[config.mk]
export PLATFORM = sky130hd
export DESIGN_NAME = scanline_edgel_peak_detector_core
export DESIGN_NICKNAME = d
export VERILOG_FILES = /design/src/design/sepd_pkg.sv /design/src/design/sepd_kernel.sv /design/src/design/scanline_edgel_peak_detector_core.sv
export VERILOG_INCLUDE_DIRS = /design/src /design/src/design
export SDC_FILE = /design/constraint.sdc
export NUM_CORES = 1
export LEC_CHECK = 0
export BUFFER_PORTS_ARGS = -buffer_cell sky130_fd_sc_hd__buf_2
export CAP_MARGIN = 25
export CORE_MARGIN = 3
export CORE_UTILIZATION = 55
export DETAILED_ROUTE_END_ITERATION = 8
export PLACE_DENSITY = 0.8
export SLEW_MARGIN = 10
export SYNTH_ARGS = -nofsm -noshare
export SYNTH_HDL_FRONTEND = slang
export SYNTH_SLANG_ARGS = --single-unit
[constraint.sdc]
create_clock -name clk -period 13 [get_ports clk]
set_clock_uncertainty 0.2 [all_clocks]
set_input_delay 1.95 -clock clk [delete_from_list [all_inputs] [get_ports clk]]
set_output_delay 1.95 -clock clk [all_outputs]
set_load 0.01 [all_outputs]
[src/design/scanline_edgel_peak_detector_core_macros.svh]
// Assertion macros for the scan-line edgel peak detector.
// Used by the top level; expects signals clk and rst_n in scope.
`ifndef SCANLINE_EDGEL_PEAK_DETECTOR_CORE_MACROS_SVH
`define SCANLINE_EDGEL_PEAK_DETECTOR_CORE_MACROS_SVH

`ifndef ASSERT_OFF
`define SEPD_ASSERT_ALWAYS(label, prop, msg) \
  label: assert property (@(posedge clk) disable iff (!rst_n) (prop)) else $error(msg);
`define SEPD_ASSERT_IMPL(label, ante, cons, msg) \
  label: assert property (@(posedge clk) disable iff (!rst_n) (ante) |-> (cons)) \
    else $error(msg);
`define SEPD_ASSERT_NEXT(label, ante, cons, msg) \
  label: assert property (@(posedge clk) disable iff (!rst_n) (ante) |=> (cons)) \
    else $error(msg);
`else
`define SEPD_ASSERT_ALWAYS(label, prop, msg)
`define SEPD_ASSERT_IMPL(label, ante, cons, msg)
`define SEPD_ASSERT_NEXT(label, ante, cons, msg)
`endif

`endif

[src/design/sepd_pkg.sv]
// Shared constants and types for the scan-line edgel peak detector.
// No dependencies.
`timescale 1ns / 1ps

package sepd_pkg;

  localparam int MAX_LINE_LENGTH = 4096;
  localparam int IDX_W  = $clog2(MAX_LINE_LENGTH + 1);
  localparam int POS_W  = 12;
  localparam int PIX_W  = 8;
  localparam int RESP_W = 9;
  localparam int CODE_W = 2;
  localparam int IN_TDATA_W  = 8;
  localparam int OUT_TDATA_W = 16;

  localparam int CFG_IDX_W  = 1;
  localparam int CFG_DATA_W = 9;

  localparam logic [CFG_IDX_W-1:0] CFG_EDGE_THRESHOLD = 1'b0;
  localparam logic [CFG_IDX_W-1:0] CFG_VERTICAL_SCAN  = 1'b1;

  localparam logic [RESP_W-1:0] THRESHOLD_RESET = 9'd16;

  localparam logic [CODE_W-1:0] MARK_HORIZONTAL = 2'd1;
  localparam logic [CODE_W-1:0] MARK_VERTICAL   = 2'd2;

  typedef logic [PIX_W-1:0] pix_t;

  typedef struct packed {
    logic [RESP_W-1:0] resp;
    logic              hit;
  } sepd_kern_t;

endpackage

[src/design/sepd_kernel.sv]
// Edge response and peak test for one window position.
// Depends on sepd_pkg.
`timescale 1ns / 1ps

module sepd_kernel (
  input  sepd_pkg::pix_t                  win0,
  input  sepd_pkg::pix_t                  win1,
  input  sepd_pkg::pix_t                  win3,
  input  sepd_pkg::pix_t                  pix,
  input  logic [sepd_pkg::RESP_W-1:0]     threshold,
  input  logic [sepd_pkg::RESP_W-1:0]     last_resp,
  input  logic [sepd_pkg::RESP_W-1:0]     older_resp,
  output sepd_pkg::sepd_kern_t            result
);
  import sepd_pkg::*;

  logic [RESP_W-1:0] left;
  logic [RESP_W-1:0] right;
  logic [RESP_W-1:0] diff;
  logic [RESP_W-1:0] resp;

  assign left  = RESP_W'(win0 >> 1) + RESP_W'(win1);
  assign right = RESP_W'(win3) + RESP_W'(pix >> 1);
  assign diff  = (right >= left) ? (right - left) : (left - right);
  assign resp  = (diff <= threshold) ? '0 : diff;

  assign result.resp = resp;
  assign result.hit  = (last_resp != '0) && (last_resp > older_resp) && (last_resp > resp);

endmodule

[src/design/scanline_edgel_peak_detector_core.sv]
// Top level of the scan-line edgel peak detector.
// Depends on sepd_pkg, sepd_kernel and the assertion macro header.
`timescale 1ns / 1ps
//
// Pixels of a scan line arrive on the in_ stream, one word per pixel, with
// in_tlast on the last pixel of the line. For every interior position whose
// thresholded edge response is a strict local maximum, one word leaves on the
// out_ stream carrying the position along the line and the scan direction code.
// A pixel enters an input register, then the window arithmetic and peak test
// run combinationally into the output register, whose word is offered on out_;
// one pixel is taken every cycle while the receiver does not stall.
// An edgel at index n-3 is reported for the word carrying pixel n.
// Lines longer than MAX_LINE_LENGTH have their extra pixels ignored until tlast.
// When the receiver stalls, the output word holds and the pipeline freezes;
// an empty input register takes one more word, then in_tready drops.
// Reset clears the line state, the pipeline and the registers (threshold 16,
// horizontal scan). Configuration is written through cfg_ with no handshake.
//

module scanline_edgel_peak_detector_core (
  input  logic                                clk,
  input  logic                                rst_n,
  input  logic                                in_tvalid,
  output logic                                in_tready,
  input  logic [sepd_pkg::IN_TDATA_W-1:0]     in_tdata,   // [7:0] pixel
  input  logic                                in_tlast,
  output logic                                out_tvalid,
  input  logic                                out_tready,
  output logic [sepd_pkg::OUT_TDATA_W-1:0]    out_tdata,  // [11:0] position, [13:12] mark code
  input  logic                                cfg_we,
  input  logic [sepd_pkg::CFG_IDX_W-1:0]      cfg_index,
  input  logic [sepd_pkg::CFG_DATA_W-1:0]     cfg_wdata
);
  import sepd_pkg::*;

  `include "scanline_edgel_peak_detector_core_macros.svh"

  logic [RESP_W-1:0] threshold_r;
  logic              vertical_r;

  logic       s1_v_r;
  pix_t       s1_pix_r;
  logic       s1_last_r;

  pix_t              win_r [4];
  logic [RESP_W-1:0] last_resp_r;
  logic [RESP_W-1:0] older_resp_r;
  logic [IDX_W-1:0]  idx_r;

  logic              out_v_r;
  logic [POS_W-1:0]  out_pos_r;
  logic [CODE_W-1:0] out_code_r;

  logic       adv;
  logic       proc;
  logic       in_range;
  sepd_kern_t kern;

  assign adv       = !out_v_r || out_tready;
  assign in_tready = !s1_v_r || adv;
  assign proc      = adv && s1_v_r;
  assign in_range  = idx_r < IDX_W'(MAX_LINE_LENGTH);

  sepd_kernel u_kernel (
    .win0       (win_r[0]),
    .win1       (win_r[1]),
    .win3       (win_r[3]),
    .pix        (s1_pix_r),
    .threshold  (threshold_r),
    .last_resp  (last_resp_r),
    .older_resp (older_resp_r),
    .result     (kern)
  );

  always_ff @(posedge clk) begin
    if (!rst_n) begin
      threshold_r <= THRESHOLD_RESET;
      vertical_r  <= 1'b0;
    end else if (cfg_we) begin
      unique case (cfg_index)
        CFG_EDGE_THRESHOLD: threshold_r <= cfg_wdata[RESP_W-1:0];
        CFG_VERTICAL_SCAN:  vertical_r  <= cfg_wdata[0];
        default: ;
      endcase
    end
  end

  always_ff @(posedge clk) begin
    if (!rst_n) begin
      s1_v_r <= 1'b0;
    end else if (in_tready) begin
      s1_v_r <= in_tvalid;
    end
  end

  always_ff @(posedge clk) begin
    if (in_tready && in_tvalid) begin
      s1_pix_r  <= in_tdata[PIX_W-1:0];
      s1_last_r <= in_tlast;
    end
  end

  always_ff @(posedge clk) begin
    if (!rst_n) begin
      for (int i = 0; i < 4; i++) win_r[i] <= '0;
      last_resp_r  <= '0;
      older_resp_r <= '0;
      idx_r        <= '0;
    end else if (proc) begin
      if (s1_last_r) begin
        for (int i = 0; i < 4; i++) win_r[i] <= '0;
        last_resp_r  <= '0;
        older_resp_r <= '0;
        idx_r        <= '0;
      end else if (in_range) begin
        win_r[0] <= win_r[1];
        win_r[1] <= win_r[2];
        win_r[2] <= win_r[3];
        win_r[3] <= s1_pix_r;
        idx_r    <= idx_r + IDX_W'(1);
        if (idx_r >= IDX_W'(4)) begin
          older_resp_r <= last_resp_r;
          last_resp_r  <= kern.resp;
        end
      end
    end
  end

  always_ff @(posedge clk) begin
    if (!rst_n) begin
      out_v_r <= 1'b0;
    end else if (adv) begin
      out_v_r <= proc && in_range && (idx_r >= IDX_W'(4)) && kern.hit;
    end
  end

  always_ff @(posedge clk) begin
    if (adv) begin
      out_pos_r  <= POS_W'(idx_r - IDX_W'(3));
      out_code_r <= vertical_r ? MARK_VERTICAL : MARK_HORIZONTAL;
    end
  end

  assign out_tvalid = out_v_r;
  assign out_tdata  = {{(OUT_TDATA_W - POS_W - CODE_W){1'b0}}, out_code_r, out_pos_r};

  `SEPD_ASSERT_IMPL(a_mark_code_valid, out_v_r, (out_code_r == MARK_HORIZONTAL) || (out_code_r == MARK_VERTICAL), "mark code out of range")
  `SEPD_ASSERT_ALWAYS(a_idx_bounded, idx_r <= IDX_W'(MAX_LINE_LENGTH), "pixel index beyond maximum line length")
  `SEPD_ASSERT_NEXT(a_line_clear, proc && s1_last_r, (idx_r == '0) && (last_resp_r == '0) && (older_resp_r == '0), "line state not cleared after last pixel")
  `SEPD_ASSERT_NEXT(a_idx_step, proc && !s1_last_r && in_range, idx_r == $past(idx_r) + IDX_W'(1), "pixel index did not advance")

endmodule

* Yosys cells after proc, flatten, opt, wreduce, memory -nomap -nowiden
Memory sizes are Yosys's and may differ from the RTL's. Index checks and enable logic that the tools add are counted.
Word-level totals: flip-flop bits (word level) 66, bits in writable memories 32, input bits 24, output and inout port bits 18, logic and storage cells 80, memories 1
Memory list:
- win_r | depth 4, width 8, read ports 4, clocked after memory_dff 0, wr ports 4, line scanline_edgel_peak_detector_core.sv:45 | pix_t win_r [4];
Operators by class: add/subtract/negate cells 6, order comparisons 6, muxes and demuxes 29, bitwise logic cells 9, reductions and logical operators 18
Operator list (count):
- $mux 9 | 8
- $mux 8 | 8
- $mux 13 | 2
- $gt 9x9->1 | 2
- $sub 9x9->9 | 2
- $add 13x1->13 const B | 1
- $ge 13x3->1 const B | 1
- $lt 13x13->1 const B | 1
- $sub 12x2->12 const B | 1
- $mux 1 | 10
- $add 7x8->9 | 1
- $add 8x7->9 | 1
- $ge 9x9->1 | 1
- $le 9x9->1 | 1
- $reduce_bool 9->1 | 1
- $or 1x1->1 | 8
- $logic_and 1x1->1 | 7
- $reduce_and 2->1 | 3
- $reduce_bool 2->1 | 2
- $reduce_and 3->1 | 1
- $logic_not 1->1 | 2
- $logic_or 1x1->1 | 2
- $mux 2 | 1
- $not 1->1 | 1

* Logic depth before layout (Yosys ltp)
An unclocked memory read counts as a cell.
word-level depth 9, gate-level depth with buffers 32, mapped depth without buffers 29

* By module
Synthesis repeated with hierarchy kept, for this count alone.
Unflattened totals: cell total of the unflattened synthesis 649, area total of the unflattened synthesis 6134.6 um^2
By module, submodules not included:
- scanline_edgel_peak_detector_core | times used 1, cells each 346, area an instance 3843.7 um^2, seq. area each 2432.3 um^2
- sepd_kernel | times used 1, cells each 303, area an instance 2290.9 um^2, seq. area each 0.0 um^2

* Worst setup path before layout
No wires, ideal clock.
path kind flip-flop to flip-flop, start point register s1_pix_r[1], end point register out_v_r, in the netlist out_tvalid, setup time 0.135 ns, arrival time 5.489 ns, required time 12.665 ns, path slack 7.176 ns, stages on the path, launching flop included 31, path buffers 3, clock period less this slack 5.824 ns, path through edfxtp_1 > ha_1 > fa_1 > a21o_1 > a21oi_1 > o21bai_1 > a21oi_1 > xnor2_1 > ha_1 > buf_2 > a21oi_1 > o21ai_0 > a21oi_1 > buf_2 > mux2i_1 > o2bb2ai_1 > inv_1 > ha_1 > a21o_1 > a21o_1 > a21o_1 > o21a_1 > clkbuf_1 > nand2_1 > ha_1 > nor2b_1 > o21a_1 > o21ai_0 > a21oi_1 > o311ai_0 > o22ai_1
Between the ends: longest elaborated chain between the ends 8, elaborated cells on any way between the ends 10, classes of those cells add/sub: 3; order compare: 3; mux: 2; reduce/logical: 2
Ends and longest elaborated chain:
- start: declaration | line scanline_edgel_peak_detector_core.sv:42 | pix_t s1_pix_r;
- start signal: assignment | line scanline_edgel_peak_detector_core.sv:98 | s1_pix_r <= in_tdata[PIX_W-1:0];
- $add 8x7->9 * | line sepd_kernel.sv:23 | assign right = RESP_W'(win3) + RESP_W'(pix >> 1);
- $sub 9x9->9 or $ge 9x9->1 (tied branches) | line sepd_kernel.sv:24 | assign diff = (right >= left) ? (right - left) : (left - right);
- $mux 9 * | line sepd_kernel.sv:24
- $le 9x9->1 | line sepd_kernel.sv:25 | assign resp = (diff <= threshold) ? '0 : diff;
- $mux 9 * | line sepd_kernel.sv:25
- $gt 9x9->1 * | line sepd_kernel.sv:28 | assign result.hit = (last_resp != '0) && (last_resp > older_resp) && (last_resp > resp);
- $logic_and 1x1->1 * | line sepd_kernel.sv:28
- $logic_and 1x1->1 * | line scanline_edgel_peak_detector_core.sv:133 | out_v_r <= proc && in_range && (idx_r >= IDX_W'(4)) && kern.hit;
- end signal: assignment | line scanline_edgel_peak_detector_core.sv:133
- end: declaration | line scanline_edgel_peak_detector_core.sv:50 | logic out_v_r;
Every way passes the cells marked *; elsewhere a longest branch is shown, timed or not. A chain may end at the register's enable or synchronous reset.

* Final worst setup path
Same ends and word-level chain as after synthesis.

==> results by group <==
Status
  • Status: finished, final reports clean

Timing
  • Min setup slack post-route: 6.05 ns
  • Slew margin rel.: 31.8%
  • Tcrit/Tclk final: 53.4%
  • Minimum clock period after layout: 6.95 ns
  • TNS Setup: 0 ns
  • Final setup violation count: 0
  • F_max: approximately 140 MHz
  • Unrepaired setup endpoints after global routing: false
  • Final Max Slew Viols: 0
  • Final count of hold timing violations: 0
  • Worst Max-Slew Pin Slew: 1.02 ns
  • Hold WS: 0.261 ns

Synthesis
  • Netlist cell types: 63
  • Syn. warnings: 0
  • Main synth FF type: dfxtp_1
  • Post-synth EDFFs: 46
  • Async SR Flop Fraction: 0%
  • Synthesized area: 5950 um^2
  • Post-Syn Area per Cell: between 9 and 10 um^2
  • Yosys reg bits: 97
  • Post-Syn Instances: roughly 630
  • Seq/Total Area, Yosys: between 40% and 50%

Min path
  • Min-delay src: threshold_r[5]
  • Hold depth: 2
  • Type of the most critical hold path: reg -> reg

GRT
  • Antenna violations before repair: 0
  • Largest net degree at the start of global routing: 30
  • First-pass GRT wire length: about 20 mm
  • Global Route Usage Sum: 21.5%
  • Vias in the first global route: 4363
  • Grt total ovfl: 0

Layout
  • Final Non-Filler Cells: 792
  • Area Growth Syn to Fin: 7.65%
  • Nets: 738
  • Commonest non-fill, non-tap cell in the layout: ha_1
  • Share of cells above drive strength 1: 11.0%
  • Area of the multi-input gates: 3230 um^2
  • Number of inserted diodes: 0
  • # fillers: 900
  • Most frequent cells in the layout: 59 x ha_1, 54 x nand2_1, 51 x dfxtp_1, 46 x inv_1, 46 x edfxtp_1
  • FF+latch area: 2400 um^2

Routing
  • Vias per cell: roughly 6
  • Antenna viol nets, final: 0
  • Via Count: 4615
  • First DRT Iteration DRCs: 294
  • Top sig layer: met4
  • M1 wire length: 5.47 mm
  • Metal3 WL: 629 um
  • Drt total wl: around 12 mm
  • Post-DR wirelength/cell: 15.7 um
  • Remaining DRCs: 0
  • Met2 WL: 6.05 mm
  • DRT Pass-1 Iters: 5

Clocking
  • Reg clk slew, reported paths: roughly 0.090 ns
  • Postcts setup bufs: 0
  • CTS H-tree lvls: 3
  • # hold bufs at CTS: 0
  • Clk_lat worst skew: 0.39 ns
  • Number of CTS-inserted buffers: 9
  • Post-cts sizing count: 0
  • Clock Sinks: 97
  • Clk buf depth: 2
  • CTS root buf: clkbuf_8
  • CTS tree: yes

Worst setup path
  • CP Launch Type: flip-flop
  • CP Launch Point: s1_pix_r[1]
  • WP data required: around 13 ns
  • R2R depth: 25
  • Start of the worst register-to-register path: s1_pix_r[1]
  • Crit path kind: reg -> reg
  • Setup crit end kind: flip-flop
  • CP Max Fanout: 12
  • CP Data Arrival Time: 6.99 ns

Floorplanning
  • I/O pins: 42
  • Die Y: 110 um
  • Die W: between 100 and 150 um
  • Die footprint: 12100 um^2
  • Std cell rows: 37
  • Core area: about 10000 um^2
  • Initial Util: 57.1%

Place
  • Number of placed instances, taps included: about 780
  • Worst slack at placement: 6.13 ns
  • Placer Congestion: 0.879
  • # port buffers: 39
  • DP HPWL: 9.26 mm

Pwr
  • IR drop worst, VDD: 0.0985 mV
  • Leak Pwr: 2.75 nW
  • Pwr/cell area: around 140 nW/um^2

Flow run
  • Number of max-cap violations: 0
## worst paths after layout
check	end	slack [ns]
setup / recovery	out_tvalid	6.05
hold / removal	threshold_r[5]	0.26
setup reg to reg	out_tvalid	6.05
hold reg to reg	threshold_r[5]	0.26
## critical path, stage by stage (launching register included)
cell,delay (ns)
edfxtp_1,0.39
ha_1,0.23
fa_1,0.40
a21o_1,0.19
a21oi_1,0.21
o21bai_1,0.09
a21oi_1,0.26
xnor2_1,0.19
ha_1,0.37
a21oi_1,0.27
o21ai_0,0.16
a21oi_1,0.80
a211oi_1,0.20
nor4_2,0.45
ha_1,0.20
and3_1,0.18
o21ai_0,0.09
a21oi_1,0.18
o21ai_0,0.15
or2_2,0.32
ha_1,0.32
a211o_1,0.29
o221ai_1,0.19
a21oi_1,0.06
o311ai_0,0.27
o22ai_1,0.13
## flip-flops by register name (all words and copies together) (netlist names)
register      flops
s1_v_r            1
out_tvalid        1
win_r            31
out_code_r        2
out_pos_r        12
vertical_r        1
idx_r            13
s1_last_r         1
threshold_r       9
s1_pix_r          8
last_resp_r       9
older_resp_r      9
## where the power goes
part,internal [mW],total (mW),switching [mW]
combinational,0.143,0.353,0.210
sequential,0.328,0.334,0.00594
clock,0.106,0.215,0.109
total,0.578,0.902,0.324
## through the flow
| stage | area (um^2) | utilization (%) | power (mW) |
|---|---|---|---|
| after CTS | 6390 | 61.4 | 0.905 |
| after global placement | 6170 | 59.3 | 0.677 |
| final | 6410 | 61.5 | 0.902 |
| after global routing | 6410 | 61.5 | 0.961 |
| after floorplan | 5960 | - | 0.614 |
| after detailed placement | 6170 | 59.3 | 0.689 |
## layout make-up
| class | count | area share (%) |
|---|---|---|
| Timing Repair Buffer | 40 | 3.28 |
| Clock inverter | 5 | 0.898 |
| Sequential cell | 97 | 37.5 |
| Multi-Input combinational cell | 457 | 50.4 |
| Clock buffer | 11 | 2.54 |
| Tap cell | 136 | 2.66 |
| Inverter | 46 | 2.69 |
## synthesized netlist by cell type (10+ instances only)
master     n  area [um^2]
nand2_1   54          203
ha_1      59          738
and2_1    28          175
a22oi_1   11         82.6
dfxtp_1   51         1020
nor2_1    43          161
nand3_1   13         65.1
edfxtp_1  46         1380
nor3_1    10         50.1
nor2b_1   10         62.6
a21oi_1   38          190
clkbuf_1  11         41.3
xnor2_1   14          123
a21o_1    14          105
o21ai_0   31          155
mux2i_1   10          100
xor2_1    14          123
inv_1     46          173
## layer usage
layer / up-vias / global-route usage, %
li1: 2274 / -
met1: 2196 / 26.9
met2: 116 / 35.7
met3: 29 / 5.59
met4: 0 / 8.01
met5: - / 0
## kinds of logic after synthesis
family          after synthesis  synth area share [%]
other cells                   1                0.0630
fa+ha+maj                    63                  13.7
compound gates              147                  16.5
mux                          11                  1.87
flops                        97                  40.4
simple gates                206                  17.9
xor+xnor                     28                  4.12
buf+inv                      75                  5.44
Power figures use the tool's default switching activity.
